===== config.mk =====
export PLATFORM = sky130hd
export DESIGN_NAME = touch_key_dimmer_debounce
export DESIGN_NICKNAME = d
export VERILOG_FILES = /design/src/tkd_pkg.sv /design/src/tkd_key_lane.sv /design/src/tkd_merge.sv /design/src/touch_key_dimmer_debounce.sv
export SDC_FILE = /design/constraint.sdc
export NUM_CORES = 1
export LEC_CHECK = 0
export BUFFER_PORTS_ARGS = -buffer_cell sky130_fd_sc_hd__buf_2
export CORE_MARGIN = 2
export CORE_UTILIZATION = 61
export CTS_BUF_LIST = sky130_fd_sc_hd__clkbuf_8 sky130_fd_sc_hd__clkbuf_16
export DETAILED_ROUTE_END_ITERATION = 7
export PLACE_DENSITY_LB_ADDON = 0.1
export REMOVE_ABC_BUFFERS = 1
export SYNTH_ARGS = -nofsm -noshare
export SYNTH_HDL_FRONTEND = slang
export SYNTH_SLANG_ARGS = --single-unit

===== constraint.sdc =====
create_clock -name clk -period 30.8 [get_ports clk]
set_input_delay 0 -clock clk [delete_from_list [all_inputs] [get_ports clk]]
set_output_delay 0 -clock clk [all_outputs]
set_load 0.005 [all_outputs]

===== src/tkd_pkg.sv =====
// shared types and constants for the touch key dimmer debounce block
// no dependencies; used by the key lanes, the merge stage and the top level
package tkd_pkg;

  localparam int TIME_WIDTH_DEF = 32;
  localparam int KEY_COUNT      = 3;
  localparam int CFG_WIDTH      = 16;

  localparam logic [CFG_WIDTH-1:0] DEBOUNCE_RESET = 16'd18;
  localparam logic [CFG_WIDTH-1:0] REPEAT_RESET   = 16'd25;

  // key lane order
  localparam int KEY_POWER = 0;
  localparam int KEY_UP    = 1;
  localparam int KEY_DOWN  = 2;

  // register indexes
  localparam logic REG_DEBOUNCE = 1'b0;
  localparam logic REG_REPEAT   = 1'b1;

  // brightness step codes
  localparam logic [1:0] STEP_NONE = 2'd0;
  localparam logic [1:0] STEP_UP   = 2'd1;
  localparam logic [1:0] STEP_DOWN = 2'd2;

  typedef struct packed {
    logic press;
    logic stable;
  } lane_out_t;

  typedef struct packed {
    logic       power_toggle;
    logic [1:0] dim_step;
    logic [2:0] stable_keys;
  } result_t;

endpackage


===== src/tkd_key_lane.sv =====
// one debounce lane: last raw level, change stamp and stable level of one key
// depends on tkd_pkg
module tkd_key_lane #(
  parameter int TIME_WIDTH = tkd_pkg::TIME_WIDTH_DEF
) (
  input  logic                           clk,
  input  logic                           rst,
  input  logic                           accept,
  input  logic                           raw,
  input  logic [TIME_WIDTH-1:0]          now,
  input  logic [tkd_pkg::CFG_WIDTH-1:0]  debounce_ms,
  output tkd_pkg::lane_out_t             lane_out
);

  logic                  last_raw;
  logic                  stable_level;
  logic [TIME_WIDTH-1:0] change_stamp;

  logic                  changed;
  logic [TIME_WIDTH-1:0] stamp_eff;
  logic [TIME_WIDTH-1:0] held;
  logic                  fire;

  always_comb begin
    changed   = raw != last_raw;
    stamp_eff = changed ? now : change_stamp;
    held      = now - stamp_eff;
    fire      = (held >= TIME_WIDTH'(debounce_ms)) && (stable_level != raw);
    lane_out.stable = fire ? raw : stable_level;
    lane_out.press  = fire & raw;
  end

  always_ff @(posedge clk) begin
    if (rst) begin
      last_raw     <= 1'b0;
      stable_level <= 1'b0;
      change_stamp <= '0;
    end else if (accept) begin
      last_raw     <= raw;
      stable_level <= lane_out.stable;
      change_stamp <= stamp_eff;
    end
  end

endmodule


===== src/tkd_merge.sv =====
// merge stage: combines the key lanes into toggle and step requests,
// keeps the repeat timer and holds results in a two-entry output buffer
// depends on tkd_pkg
module tkd_merge #(
  parameter int TIME_WIDTH = tkd_pkg::TIME_WIDTH_DEF
) (
  input  logic                                         clk,
  input  logic                                         rst,
  input  logic                                         accept,
  input  logic [TIME_WIDTH-1:0]                        now,
  input  logic [tkd_pkg::CFG_WIDTH-1:0]                repeat_ms,
  input  tkd_pkg::lane_out_t [tkd_pkg::KEY_COUNT-1:0]  lanes,
  output logic                                         in_ready,
  output logic                                         out_valid,
  input  logic                                         out_ready,
  output tkd_pkg::result_t                             out_data
);

  logic [TIME_WIDTH-1:0] repeat_stamp;
  logic [TIME_WIDTH-1:0] repeat_stamp_next;
  logic [TIME_WIDTH-1:0] rs_eff;
  logic                  repeat_due;
  logic                  su;
  logic                  sd;
  logic [1:0]            step;
  tkd_pkg::result_t      result;

  logic                  skid_valid;
  tkd_pkg::result_t      skid_data;

  always_comb begin
    su   = lanes[tkd_pkg::KEY_UP].stable;
    sd   = lanes[tkd_pkg::KEY_DOWN].stable;
    priority if (lanes[tkd_pkg::KEY_UP].press && !sd) begin
      step   = tkd_pkg::STEP_UP;
      rs_eff = now;
    end else if (lanes[tkd_pkg::KEY_DOWN].press && !su) begin
      step   = tkd_pkg::STEP_DOWN;
      rs_eff = now;
    end else begin
      step   = tkd_pkg::STEP_NONE;
      rs_eff = repeat_stamp;
    end
    repeat_due = (now - rs_eff) >= TIME_WIDTH'(repeat_ms);
    repeat_stamp_next = rs_eff;
    // exactly one of up and down held: auto-repeat, else timer restarts
    priority if (su && !sd) begin
      if (repeat_due) begin
        step              = tkd_pkg::STEP_UP;
        repeat_stamp_next = now;
      end
    end else if (sd && !su) begin
      if (repeat_due) begin
        step              = tkd_pkg::STEP_DOWN;
        repeat_stamp_next = now;
      end
    end else begin
      repeat_stamp_next = now;
    end
    result.power_toggle = lanes[tkd_pkg::KEY_POWER].press;
    result.dim_step     = step;
    result.stable_keys  = {sd, su, lanes[tkd_pkg::KEY_POWER].stable};
  end

  always_ff @(posedge clk) begin
    if (rst) begin
      repeat_stamp <= '0;
    end else if (accept) begin
      repeat_stamp <= repeat_stamp_next;
    end
  end

  assign in_ready = !skid_valid;

  // skid entry takes a beat that arrives while the output is stalled
  always_ff @(posedge clk) begin
    if (rst) begin
      out_valid  <= 1'b0;
      skid_valid <= 1'b0;
    end else if (!out_valid || out_ready) begin
      if (skid_valid) begin
        out_valid  <= 1'b1;
        skid_valid <= 1'b0;
      end else begin
        out_valid <= accept;
      end
    end else if (accept) begin
      skid_valid <= 1'b1;
    end
  end

  always_ff @(posedge clk) begin
    if (!out_valid || out_ready) begin
      out_data <= skid_valid ? skid_data : result;
    end else if (accept) begin
      skid_data <= result;
    end
  end

`ifndef ASSERT_OFF
  a_skid_implies_out: assert property (@(posedge clk) disable iff (rst)
    skid_valid |-> out_valid)
    else $error("skid entry holds a beat while output is empty");

  a_no_bad_step: assert property (@(posedge clk) disable iff (rst)
    out_valid |-> out_data.dim_step != 2'd3)
    else $error("invalid dim step code");

  a_both_held_no_step: assert property (@(posedge clk) disable iff (rst)
    (out_valid && out_data.stable_keys[1] && out_data.stable_keys[2])
      |-> out_data.dim_step == tkd_pkg::STEP_NONE)
    else $error("step issued while up and down both held");

  a_up_needs_up_held: assert property (@(posedge clk) disable iff (rst)
    (out_valid && out_data.dim_step == tkd_pkg::STEP_UP)
      |-> (out_data.stable_keys[1] && !out_data.stable_keys[2]))
    else $error("up step without up held alone");

  a_skid_blocks_input: assert property (@(posedge clk) disable iff (rst)
    (skid_valid && !out_ready) |=> skid_valid)
    else $error("skid beat lost while output stalled");
`endif

endmodule


===== src/touch_key_dimmer_debounce.sv =====
// output: an accepted scan's result is registered in the output register, or in
// the skid entry, which absorbs one stalled beat; throughput: one scan per cycle
// while in_ready is high; key lanes and the repeat timer update on each accepted scan
// reset: synchronous active-high rst clears all key state and the repeat timer,
// loads debounce_ms = 18 and repeat_ms = 25, and empties the output buffer
module touch_key_dimmer_debounce #(
  parameter int TIME_WIDTH = tkd_pkg::TIME_WIDTH_DEF
) (
  input  logic        clk,
  input  logic        rst,
  // scan input
  input  logic        in_valid,
  output logic        in_ready,
  input  logic        power_raw,
  input  logic        up_raw,
  input  logic        down_raw,
  input  logic [31:0] now_ms,
  // result output
  output logic        out_valid,
  input  logic        out_ready,
  output logic        power_toggle,
  output logic [1:0]  dim_step,
  output logic [2:0]  stable_keys,
  // register port
  input  logic        psel,
  input  logic        penable,
  input  logic        pwrite,
  input  logic [2:0]  paddr,
  input  logic [31:0] pwdata,
  output logic [31:0] prdata,
  output logic        pready
);

  logic [tkd_pkg::CFG_WIDTH-1:0] debounce_ms;
  logic [tkd_pkg::CFG_WIDTH-1:0] repeat_ms;
  logic                          cfg_write;
  logic                          accept;
  logic [TIME_WIDTH-1:0]         now;
  logic [tkd_pkg::KEY_COUNT-1:0] raw_keys;
  tkd_pkg::lane_out_t [tkd_pkg::KEY_COUNT-1:0] lanes;
  tkd_pkg::result_t              out_data;

  assign pready    = 1'b1;
  assign cfg_write = psel & penable & pwrite & pready;

  always_ff @(posedge clk) begin
    if (rst) begin
      debounce_ms <= tkd_pkg::DEBOUNCE_RESET;
      repeat_ms   <= tkd_pkg::REPEAT_RESET;
    end else if (cfg_write) begin
      unique case (paddr[2])
        tkd_pkg::REG_DEBOUNCE: debounce_ms <= pwdata[tkd_pkg::CFG_WIDTH-1:0];
        tkd_pkg::REG_REPEAT:   repeat_ms   <= pwdata[tkd_pkg::CFG_WIDTH-1:0];
        default: ;
      endcase
    end
  end

  always_comb begin
    unique case (paddr[2])
      tkd_pkg::REG_DEBOUNCE: prdata = 32'(debounce_ms);
      tkd_pkg::REG_REPEAT:   prdata = 32'(repeat_ms);
      default:               prdata = '0;
    endcase
  end

  assign accept   = in_valid & in_ready;
  assign now      = now_ms[TIME_WIDTH-1:0];
  assign raw_keys = {down_raw, up_raw, power_raw};

  for (genvar k = 0; k < tkd_pkg::KEY_COUNT; k++) begin : g_lane
    tkd_key_lane #(
      .TIME_WIDTH (TIME_WIDTH)
    ) u_lane (
      .clk         (clk),
      .rst         (rst),
      .accept      (accept),
      .raw         (raw_keys[k]),
      .now         (now),
      .debounce_ms (debounce_ms),
      .lane_out    (lanes[k])
    );
  end

  tkd_merge #(
    .TIME_WIDTH (TIME_WIDTH)
  ) u_merge (
    .clk       (clk),
    .rst       (rst),
    .accept    (accept),
    .now       (now),
    .repeat_ms (repeat_ms),
    .lanes     (lanes),
    .in_ready  (in_ready),
    .out_valid (out_valid),
    .out_ready (out_ready),
    .out_data  (out_data)
  );

  assign power_toggle = out_data.power_toggle;
  assign dim_step     = out_data.dim_step;
  assign stable_keys  = out_data.stable_keys;

endmodule

# Yosys cells after proc, flatten, opt, wreduce, memory -nomap -nowiden
# Index checks and enable logic that the tools add are counted.
# op_classes
add_sub_neg	4
n_lt_le_gt_ge	4
n_eq_ne	6
n_mux	20
n_bitwise	8
reduce_logical	16
# ops
op	n
$mux W32	8
$ge A32 B16 Y1	4
$sub A32 B32 Y32	4
$pmux W32 S2	1
$mux W2	6
$logic_and A1 B1 Y1	7
$and A1 B1 Y1	6
$mux W6	1
$ne A1 B1 Y1	6
$reduce_and A2 Y1	3
$logic_not A1 Y1	4
$mux W1	4
$not A1 Y1	2
$reduce_or A2 Y1	1
$logic_or A1 B1 Y1	1
# totals
ff_bits	180
in_bits	77
output_inout_bits	41
elab_cells	78

# Depth between registers and ports, before layout
# Gate-level depths: netlist (run 1).
# depth
ltp_word	16
depth_mapped	64
mapped_depth_nobuf	58

# Modules after synthesis
# Synthesis (run 1) repeated with hierarchy kept, for this count alone.
# hier_totals
cells_unflattened	2684
hier_area_um2	20230.7
# by_module_without_submodules
module	n_inst	cells_per_inst	area_per_inst_um2
tkd_key_lane (g_lane[1].u_lane ...)	2	595	4257.8
tkd_merge	1	706	5509.0
tkd_key_lane (g_lane[0].u_lane)	1	623	4485.6
touch_key_dimmer_debounce	1	165	1720.4

# Worst setup path after synthesis (run 1)
# OpenSTA, ideal clock, no wires.
# synth_path
path_type	register to register
from	register g_lane[2].u_lane.last_raw
to	register u_merge.repeat_stamp[10]
setup_time_ps	119
t_arrival_ps	10686
required_ps	30681
slack_ps	19995
stages_incl_launch_ff	63
n_path_buf	5
synth_period_minus_slack_ps	10805
cell_sequence	dfxtp_1 xnor2_2 buf_2 buf_1 nand2_1 o21ai_0 ha_1 inv_1 a221oi_1 o221ai_1 and2_1 nor2_1 o21ai_0 xor2_1 ha_1 a21o_1 a21o_1 a211oi_1 [27 not listed] a21oi_1 nor2b_1 nor2_1 xnor2_1 ha_1 a21oi_1 a21oi_1 nor4_1 nand2_1 nor4_1 nand3b_1 a211oi_1 o41ai_1 nor3_1 and4_1 a31oi_4 buf_8 mux2i_1
# synth_between
elab_chain_len	14
# synth_lines
item	line	source
start: declaration	tkd_key_lane.sv:15	logic last_raw;
start signal: assignment	tkd_key_lane.sv:39	last_raw <= raw;
$ne A1 B1 Y1 (*)	tkd_key_lane.sv:25	changed = raw != last_raw;
$mux W32 (*)	tkd_key_lane.sv:26	stamp_eff = changed ? now : change_stamp;
net g_lane[2].u_lane.stamp_eff[0]	tkd_key_lane.sv:20	logic [TIME_WIDTH-1:0] stamp_eff;
$sub A32 B32 Y32 (*)	tkd_key_lane.sv:27	held = now - stamp_eff;
$ge A32 B16 Y1 (*)	tkd_key_lane.sv:28	fire = (held >= TIME_WIDTH'(debounce_ms)) && (stable_level != raw);
$logic_and A1 B1 Y1 (*)	tkd_key_lane.sv:28	
$and A1 B1 Y1 or $mux W1 (tied branches)	tkd_key_lane.sv:30, tkd_key_lane.sv:29	
$logic_and A1 B1 Y1 or $logic_not A1 Y1 (tied branches)	tkd_merge.sv:37, tkd_merge.sv:34, tkd_merge.sv:47	
$mux W32 or $logic_and A1 B1 Y1 (tied branches)	tkd_merge.sv:37, tkd_merge.sv:34	
$mux W32	tkd_merge.sv:34	priority if (lanes[tkd_pkg::KEY_UP].press && !sd) begin
$sub A32 B32 Y32	tkd_merge.sv:44	repeat_due = (now - rs_eff) >= TIME_WIDTH'(repeat_ms);
$ge A32 B16 Y1	tkd_merge.sv:44	
$mux W32	tkd_merge.sv:48, tkd_merge.sv:53	
$mux W32	tkd_merge.sv:52	end else if (sd && !su) begin
$mux W32 (*)	tkd_merge.sv:47	priority if (su && !sd) begin
end signal: assignment	tkd_merge.sv:69	repeat_stamp <= repeat_stamp_next;
end: declaration	tkd_merge.sv:19	logic [TIME_WIDTH-1:0] repeat_stamp;
# The timed path passes the listed nets; every way through them passes the cells marked *.
# A chain may end at the register's enable or synchronous reset.

# Worst setup path after layout (run 1)
# layout_path
from	register g_lane[2].u_lane.last_raw
to	register u_merge.repeat_stamp[2]
# The elaborated chain is that of the path after synthesis.

==> key figures, run 1 <==
Power
  • Gate power share: 47.6%
  • Switching share of power: 40.5%
  • Cell area power density: 46.1 nW/um2
  • Static Leakage: 8.15 nW
  • Clock Power Share: 23.7%
  • Net switching power of the design: 0.000365 W
  • Worst vdd rail ir drop: 0.0433 mV
  • Proportion of power drawn by flip-flops and latches: 28.7%
  • Internal power of the cells: 0.000535 W

STA
  • Transition time at the pin with the least slew margin: 1.10 ns
  • Period minus WS final: 12.77 ns
  • Setup repair after global routing missed its margin: no
  • Hold Vio Cnt, Final: 0
  • Setup ws final: 18.03 ns
  • TNS Setup: 0 ns
  • Skew final: 0.00773 ns
  • Final-report setup violation count: 0
  • Max Slew Vio Count: 0
  • Timing-limited maximum frequency: 78.3 MHz
  • Hold slack final: 0.0195 ns
  • Remaining max-slew budget at the tightest pin: 26.4%
  • Final cycle utilization of the critical path: 41.5%

Route
  • 1st-iter DRT viols: 1442
  • Number of routed nets with antenna violations: 0
  • Iteration count of the initial detailed-routing pass: 8
  • Post-detailed-routing wire length: 51.1 mm
  • Post-detailed-route wirelength per cell: 18.2 um
  • DRC errors left: 0
  • Average vias per placed instance: 6.27
  • Total via count in the routed design: 17600

Finish
  • Number of fill cells in the layout: 2515
  • Design area: 19500 um2
  • Total number of nets in the final design: 2670
  • Most common library cell in the layout ignoring fill and taps: nand2_1
  • Final standard cell utilization of the core: 67.6%
  • Synthesis-to-finish area growth: 8.57%
  • Share of layout cells above drive strength 1: 7.45%
  • Ant diodes: 0
  • Top library cells by usage in the layout, fill and taps aside: nand2_1 (304), a21oi_1 (223), nor2_1 (191)

Floorplanning
  • Total core area: 28900 um2
  • Row count: 62
  • Starting Density: 62.3%
  • Num ports: 118
  • Die Span X: 176 um
  • Die Outline Area: 30800 um2
  • Die Y-Extent: 176 um

Setup path
  • Highest-delay cell along the critical path: dfxtp_1
  • Critical path fanouts, max: 33
  • Critical path's most frequent cell: nor2_1
  • CP Data Required Time: 31.14 ns
  • Maximum single-stage delay on the critical path: 0.49 ns
  • Setup Crit Path Kind: flip-flop to flip-flop
  • Element type at the critical path end: flip-flop
  • Arrival time of the worst setup path: 13.11 ns
  • Startpoint Class: flip-flop

Placement
  • Final weighted congestion of routability-driven global placement: 0.974
  • Placed Area: 18400 um2
  • Port bufs: 82
  • Pre-CTS setup slack: 18.33 ns
  • HPWL Detailed: 38.4 mm

CTS
  • Clock tree from TritonCTS: built
  • H-tree depth reported by CTS: 4
  • Clock-pin slew of the registers on the worst-case setup and hold paths: 0.07 ns
  • Number of buffers added by the clock tree synthesis step: 17
  • Number of clock sinks: 180
  • Post-cts resize count: 0
  • Maximum count of clock buffers along a single path: 2
  • Clock root buffer: clkbuf_16
  • Source-to-sink clock delay at the later pin of the worst-skew pair: 0.46 ns

Yosys
  • Sequential cell area fraction in the yosys report: 20.7%
  • Post-synth top flop: dfxtp_1
  • Fraction of registers with async set/reset: 0%
  • Cell count after synthesis: 2379
  • Yosys cell types: 103
  • Number of warnings reported in the yosys synthesis log: 0
  • Synthesized cell area: 18000 um2
  • Yosys reg bits: 180
  • Post-synthesis area per instance: 7.55 um2
  • Number of synthesized flops with an enable pin: 12

GRT
  • GRT Overall Usage: 32.8%
  • Via count of the first global-routing pass: 16100
  • First-pass GRT wire length: 81.9 mm
  • Number of antenna violations at the first check in global routing: 0
  • Global route total overflow: 0
  • Largest net degree at the start of global routing: 106

Flow run
  • Count of max-cap constraint violations: 0

Min path
  • Path class of the lowest-slack min-delay path: primary input to flip-flop

Outcome
  • Outcome: finished, final reports clean
[cells in the mapped netlist, types with 39 or more instances]
library cell | count | area (um2)
a21oi_1 | 223 | 1120
ha_1 | 173 | 2160
a211oi_1 | 73 | 548
nor3_1 | 48 | 240
nor2_1 | 191 | 717
dfxtp_1 | 168 | 3360
nand3_1 | 39 | 195
nand4_1 | 41 | 257
mux2i_1 | 141 | 1410
o21ai_0 | 106 | 531
inv_1 | 81 | 304
nand2_1 | 304 | 1140
a21o_1 | 59 | 443
clkbuf_1 | 100 | 375
xnor2_1 | 47 | 412
nand2b_1 | 109 | 682
[cell type report]
type	count	area (um2)	area share [%]
repair buffers	147	1030	5.30
well taps	384	480	2.46
clock inverters	13	111	0.571
multi-input cells	1989	13400	68.7
flip-flops and latches	180	3720	19.1
clock buffers	18	439	2.25
inverters	82	308	1.58
[cells by family (layout without fill, tap and decap cells)]
group / count (synthesis) / after routing / synth area share [%]
mux: 149 / 149 / 8.36
fa+ha+maj: 183 / 183 / 12.8
flops: 180 / 180 / 20.7
buf+inv: 225 / 260 / 5.34
other cells: 2 / 17 / 0.0418
xor+xnor: 86 / 86 / 4.32
compound gates: 665 / 665 / 24.2
simple gates: 889 / 889 / 24.3
[flip-flops by register name, indices dropped and copies added (netlist names), 3 cells and up]
signal	count
u_merge.repeat_stamp	32
u_merge.out_data	6
g_lane.u_lane.change_stamp	96
debounce_ms	16
u_merge.skid_data	6
repeat_ms	16
g_lane.u_lane.last_raw	3
g_lane.u_lane.stable_level	3
[power groups by stage]
stage               clock [W]  sequential (W)  combinational, W
finish               0.000213        0.000258          0.000429
global route         0.000224        0.000260          0.000476
global placement            0        0.000262          0.000402
CTS                  0.000216        0.000258          0.000421
detailed placement          0        0.000263          0.000413
floorplan                   0        0.000261          0.000313
[routing by layer]
metal,GRT usage (%),vias up,wire [um]
li1,-,8655,-
met1,44.9,8349,23600
met2,54.9,548,23600
met3,3.18,75,2830
met4,9.61,0,1110
met5,0,-,0
[stage by stage]
step | total power [W] | cells
after floorplan | 0.000575 | 2251
after global placement | 0.000665 | 2730
after detailed placement | 0.000676 | 2730
after CTS | 0.000896 | 2813
after global routing | 0.000959 | 2813
final | 0.000900 | 2813
[path summary, 6_finish.rpt]
path                                                        from                               end  slack (ns)  cells after the start
worst max-delay path                   g_lane[2].u_lane.last_raw           u_merge.repeat_stamp[2]       18.03                     56
worst min-delay path                                         rst  g_lane[2].u_lane.change_stamp[3]        0.02                      2
worst max register to register         g_lane[2].u_lane.last_raw           u_merge.repeat_stamp[2]       18.03                     56
worst min register to register  g_lane[0].u_lane.change_stamp[7]  g_lane[0].u_lane.change_stamp[7]        0.45                      2
[worst max-delay path: cells and delay by family, from the launching register on]
| kind | cells | cell delay [ns] |
|---|---|---|
| AOI/OAI and AO/OA | 22 | 4.71 |
| DFF | 1 | 0.49 |
| muxes | 1 | 0.17 |
| adders and majority gates | 5 | 1.44 |
| and+or+nand+nor | 21 | 4.07 |
| buffers and inverters | 4 | 1.21 |
| xor gates and xnor gates | 3 | 0.45 |
[repair_timing]
action,4_1_cts,5_1_grt
buffers inserted,0,0
hold endpoints to repair,112,0
setup endpoints to repair,0,0
hold buffers,52,0
(Power assumes the default switching activity.)
==> inputs of run 2 (changes only) <==
Settings changed: CORE_UTILIZATION 61 to 57.
Clock period 30.8 ns to 11.1 ns, I/O delays scaled along.
==> key figures, run 2 (synthesized netlist as in run 1, its figures left out) <==
Route
  • DRC errors left: 0
  • Post-detailed-route wirelength per cell: 18.2 um
  • Number of routed nets with antenna violations: 0
  • Average vias per placed instance: 6.18
  • Iteration count of the initial detailed-routing pass: 6
  • Total via count in the routed design: 17700
  • Post-detailed-routing wire length: 52.2 mm
  • 1st-iter DRT viols: 1390

Finish
  • Total number of nets in the final design: 2700
  • Number of fill cells in the layout: 2838
  • Synthesis-to-finish area growth: 11.2%
  • Most common library cell in the layout ignoring fill and taps: nand2_1
  • Register with the most flip-flops: g_lane.u_lane.change_stamp
  • Ant diodes: 0
  • Leading registers by flop count: g_lane.u_lane.change_stamp: 96 flops, u_merge.repeat_stamp: 32 flops
  • Max reg flops: 96
  • Top library cells by usage in the layout, fill and taps aside: nand2_1 (302), a21oi_1 (220), nor2_1 (189)
  • Share of layout cells above drive strength 1: 9.64%
  • Design area: 20000 um2

Min path
  • Path class of the lowest-slack min-delay path: primary input to flip-flop

Setup path
  • Critical path fanouts, max: 6
  • Cell type group with the largest total delay on the critical path: simple AND/OR/NAND/NOR gates
  • Arrival time of the worst setup path: 10.74 ns
  • Setup Crit Path Kind: flip-flop to flip-flop
  • Startpoint Class: flip-flop
  • Element type at the critical path end: flip-flop
  • Highest-delay cell along the critical path: or4_1
  • CP Data Required Time: 11.29 ns
  • Maximum single-stage delay on the critical path: 0.47 ns
  • Critical path's most frequent cell: a21oi_1
  • Critical path buffer and inverter count: 2

CTS
  • Clock-pin slew of the registers on the worst-case setup and hold paths: 0.07 ns
  • H-tree depth reported by CTS: 4
  • Clock root buffer: clkbuf_16
  • Source-to-sink clock delay at the later pin of the worst-skew pair: 0.46 ns
  • Maximum count of clock buffers along a single path: 2
  • Number of buffers added by the clock tree synthesis step: 17
  • Number of clock sinks: 180
  • Clock tree from TritonCTS: built

Floorplanning
  • Die Span X: 182 um
  • Die Y-Extent: 182 um
  • Total core area: 31300 um2
  • Row count: 65
  • Num ports: 118
  • Starting Density: 57.4%
  • Die Outline Area: 33000 um2

GRT
  • Global route total overflow: 0
  • First-pass GRT wire length: 83.7 mm
  • Via count of the first global-routing pass: 16500
  • Largest net degree at the start of global routing: 117
  • GRT Overall Usage: 31.4%
  • Number of antenna violations at the first check in global routing: 0

Power
  • Gate power share: 47.2%
  • Static Leakage: 8.34 nW
  • Net switching power of the design: 0.00103 W
  • Worst vdd rail ir drop: 0.120 mV
  • Proportion of power drawn by flip-flops and latches: 27.7%
  • Switching share of power: 40.1%
  • Internal power of the cells: 0.00155 W
  • Clock Power Share: 25.0%
  • Cell area power density: 129 nW/um2

Flow run
  • Count of max-cap constraint violations: 0

STA
  • TNS Setup: 0 ns
  • Remaining max-slew budget at the tightest pin: 17.4%
  • Period minus WS final: 10.55 ns
  • Final cycle utilization of the critical path: 95.0%
  • Max Slew Vio Count: 0
  • Final-report setup violation count: 0
  • Timing-limited maximum frequency: 94.8 MHz
  • Transition time at the pin with the least slew margin: 1.23 ns
  • Hold slack final: 0.0318 ns
  • Setup ws final: 0.550 ns
  • Hold Vio Cnt, Final: 0
  • Skew final: 0.0132 ns

Placement
  • Port bufs: 82
  • Placed Area: 18600 um2
  • Final weighted congestion of routability-driven global placement: 0.976
  • HPWL Detailed: 39.4 mm
  • Pre-CTS setup slack: -0.0667 ns

Outcome
  • Outcome: finished, final reports clean
==> run 2: cell types whose count changed in the layout (fill, tap and decap cells not counted), sizes merged <==
| cell | before | now |
|---|---|---|
| buf | 95 | 126 |
| clkinvlp | 2 | 3 |
| dlygate4sd3 | 52 | 50 |
| bufinv | 1 | 3 |
| clkinv | 6 | 4 |
==> run 2: path summary, 6_finish.rpt <==
path                                                   startpoint                                end  slack, ns  cells past startpoint
worst max-delay path                    g_lane[1].u_lane.last_raw                u_merge.out_data[4]       0.55                     51
worst min-delay path                                          rst  g_lane[0].u_lane.change_stamp[28]       0.03                      2
worst max register to register          g_lane[1].u_lane.last_raw                u_merge.out_data[4]       0.55                     51
worst min register to register  g_lane[0].u_lane.change_stamp[22]  g_lane[0].u_lane.change_stamp[22]       0.46                      2
==> run 2: per-layer routing <==
layer	global-route usage, %	vias up	wire, um
li1	-	8700	-
met1	42.5	8291	23700
met2	51.3	605	23400
met3	3.91	95	3430
met4	11.6	0	1650
met5	0	-	0
==> run 2: area by class of cell <==
cell class	count	area [um2]	area share [%]
multi-input combinational	1989	13600	67.9
sequential	180	3720	18.7
inverter	82	308	1.54
clock inverter	14	176	0.883
timing repair buffer	177	1280	6.42
clock buffer	17	425	2.13
tap	402	503	2.52
==> run 2: power by group through the flow <==
stage	registers, W	clock network, W	logic, W
floorplan	0.000725	0	0.000870
global placement	0.000728	0	0.00113
detailed placement	0.000730	0	0.00116
CTS	0.000715	0.000658	0.00118
global route	0.000720	0.000681	0.00135
finish	0.000715	0.000646	0.00122
==> run 2: stage by stage <==
| step | power (W) | utilization, % | cells |
|---|---|---|---|
| after detailed placement | 0.00189 | 59.4 | 2769 |
| after floorplan | 0.00159 | - | 2251 |
| after CTS | 0.00255 | 63.1 | 2850 |
| final | 0.00258 | 63.8 | 2861 |
| after global routing | 0.00275 | 63.8 | 2861 |
| after global placement | 0.00186 | 59.4 | 2769 |
==> run 2: repair_timing <==
item	in CTS	in global routing
hold buffers	50	0
gates resized for setup	5	33
endpoints found under the hold margin	99	0
pin swaps	1	10
endpoints found under the setup margin	33	36
buffers inserted	0	11
==> inputs of run 3 (changes only) <==
Settings changed: ABC_CLOCK_PERIOD_IN_PS set to 11100, CORE_MARGIN 2 to 4, CTS_CLUSTER_SIZE set to 25.
==> key figures, run 3 (synthesized netlist as in run 1, its figures left out) <==
Route
  • Post-detailed-route wirelength per cell: 18.5 um
  • Average vias per placed instance: 6.17
  • Number of routed nets with antenna violations: 0
  • Total via count in the routed design: 17600
  • Iteration count of the initial detailed-routing pass: 6
  • Post-detailed-routing wire length: 52.7 mm
  • DRC errors left: 0
  • 1st-iter DRT viols: 1356

STA
  • Hold Vio Cnt, Final: 0
  • Setup ws final: 0.754 ns
  • Max Slew Vio Count: 0
  • Final cycle utilization of the critical path: 93.2%
  • Period minus WS final: 10.35 ns
  • Final-report setup violation count: 0
  • Timing-limited maximum frequency: 96.7 MHz
  • Remaining max-slew budget at the tightest pin: 29.8%
  • Transition time at the pin with the least slew margin: 1.05 ns
  • Skew final: 0.0105 ns

CTS
  • Maximum count of clock buffers along a single path: 2
  • Clock tree from TritonCTS: built
  • Number of clock sinks: 180
  • Clock-pin slew of the registers on the worst-case setup and hold paths: 0.08 ns
  • Source-to-sink clock delay at the later pin of the worst-skew pair: 0.46 ns
  • Clock root buffer: clkbuf_16
  • H-tree depth reported by CTS: 4
  • Number of buffers added by the clock tree synthesis step: 17

GRT
  • Via count of the first global-routing pass: 16600
  • First-pass GRT wire length: 83.8 mm
  • Largest net degree at the start of global routing: 105
  • Global route total overflow: 0
  • Number of antenna violations at the first check in global routing: 0
  • GRT Overall Usage: 30.0%

Setup path
  • CP Data Required Time: 11.44 ns
  • Setup Crit Path Kind: flip-flop to flip-flop
  • Stages on worst setup path: 56
  • Element type at the critical path end: flip-flop
  • Arrival time of the worst setup path: 10.69 ns
  • Critical path buffer and inverter count: 4
  • Critical path fanouts, max: 25
  • Cell type group with the largest total delay on the critical path: compound AO/OA/AOI/OAI gates
  • Startpoint Class: flip-flop
  • Cell depth of the worst flop-to-flop path: 56
  • Maximum single-stage delay on the critical path: 0.59 ns
  • R2R setup slack: 0.75 ns
  • Highest-delay cell along the critical path: o41ai_1

Finish
  • Most common library cell in the layout ignoring fill and taps: nand2_1
  • Total number of nets in the final design: 2698
  • Max reg flops: 96
  • Share of layout cells above drive strength 1: 9.89%
  • Register with the most flip-flops: g_lane.u_lane.change_stamp
  • Ant diodes: 0
  • Leading registers by flop count: g_lane.u_lane.change_stamp: 96 flops, u_merge.repeat_stamp: 32 flops
  • Top library cells by usage in the layout, fill and taps aside: nand2_1 (302), a21oi_1 (217), nor2_1 (190)
  • Synthesis-to-finish area growth: 11.7%

Flow run
  • Count of max-cap constraint violations: 0

Floorplanning
  • Row count: 64
  • Die Span X: 186 um
  • Starting Density: 58.3%
  • Die Outline Area: 34400 um2
  • Num ports: 118
  • Total core area: 30800 um2
  • Die Y-Extent: 186 um

Placement
  • Port bufs: 82
  • Pre-CTS setup slack: 0.0349 ns
  • Final weighted congestion of routability-driven global placement: 0.944
  • HPWL Detailed: 39.9 mm

Power
  • Static Leakage: 8.35 nW
  • Overall Power: 0.00260 W
  • Cell area power density: 130 nW/um2
  • Worst vdd rail ir drop: 0.124 mV

Min path
  • Min-Delay Path Depth: 4
  • Path class of the lowest-slack min-delay path: primary input to flip-flop

Outcome
  • Outcome: finished, final reports clean
## run 3: cell count changes in the layout (fill, tap and decap cells not counted), moves of 3 or more
cell     before  now
ha_4          0    3
inv_8         1    4
mux2i_1     140  136
a21oi_1     220  217
buf_4        43   39
a21oi_2       3    6
ha_1        171  168
mux2i_4       0    3
## run 3: worst paths after layout
path | from | endpoint
worst min-delay path | now_ms[11] | g_lane[2].u_lane.change_stamp[11]
worst max register to register | g_lane[2].u_lane.last_raw | u_merge.repeat_stamp[9]
worst max-delay path | g_lane[2].u_lane.last_raw | u_merge.repeat_stamp[9]
worst min register to register | g_lane[0].u_lane.change_stamp[17] | g_lane[0].u_lane.change_stamp[17]
## run 3: cell type report
type,count,area (um2)
Clock inverter,15,190
Tap cell,396,495
Clock buffer,17,425
Sequential cell,180,3730
Inverter,82,308
Fill cell,2695,10800
Multi-Input combinational cell,1990,13700
Timing Repair Buffer,174,1260
## run 3: per-stage QoR
step,TNS [ns],instances,utilization [%],hold slack (ns),instance area [um2]
final,0,2854,65.1,0.0363,20100
after global routing,-0.404,2854,65.1,0.0352,20100
after CTS,0,2844,64.0,0.00836,19700
after detailed placement,0,2762,60.4,0.227,18600
after global placement,0,2762,60.4,0.219,18600
after floorplan,-72.65,2251,-,0.0691,17400
## run 3: worst reg2reg max path: cells and delay by family, from the launching register on
family	cells	cell delay (ns)
xor+xnor	2	0.24
flops	1	0.43
simple gates	19	2.88
compound gates	23	4.10
buf+inv	4	0.59
fa+ha+maj	7	1.83
mux	1	0.16
## run 3: report_power, final
group / internal, W / switching (W)
sequential: 0.000692 / 0.0000235
combinational: 0.000504 / 0.000723
clock: 0.000343 / 0.000313
## run 3: repair_timing
item | in CTS | in global routing
gates resized for setup | 1 | 45
hold buffers | 50 | 0
endpoints found under the setup margin | 6 | 36
cloned | 0 | 1
hold endpoints to repair | 106 | 0
pin swaps | 0 | 13
buffers inserted | 0 | 9
## run 3: routing by layer
layer / global-route usage, % / part of all wire [%] / up-vias
met4: 9.01 / 2.5 / 0
met1: 40.3 / 45 / 8229
met2: 50.8 / 47 / 555
met3: 3.60 / 5.5 / 94
met5: 0 / 0 / -
li1: - / - / 8719
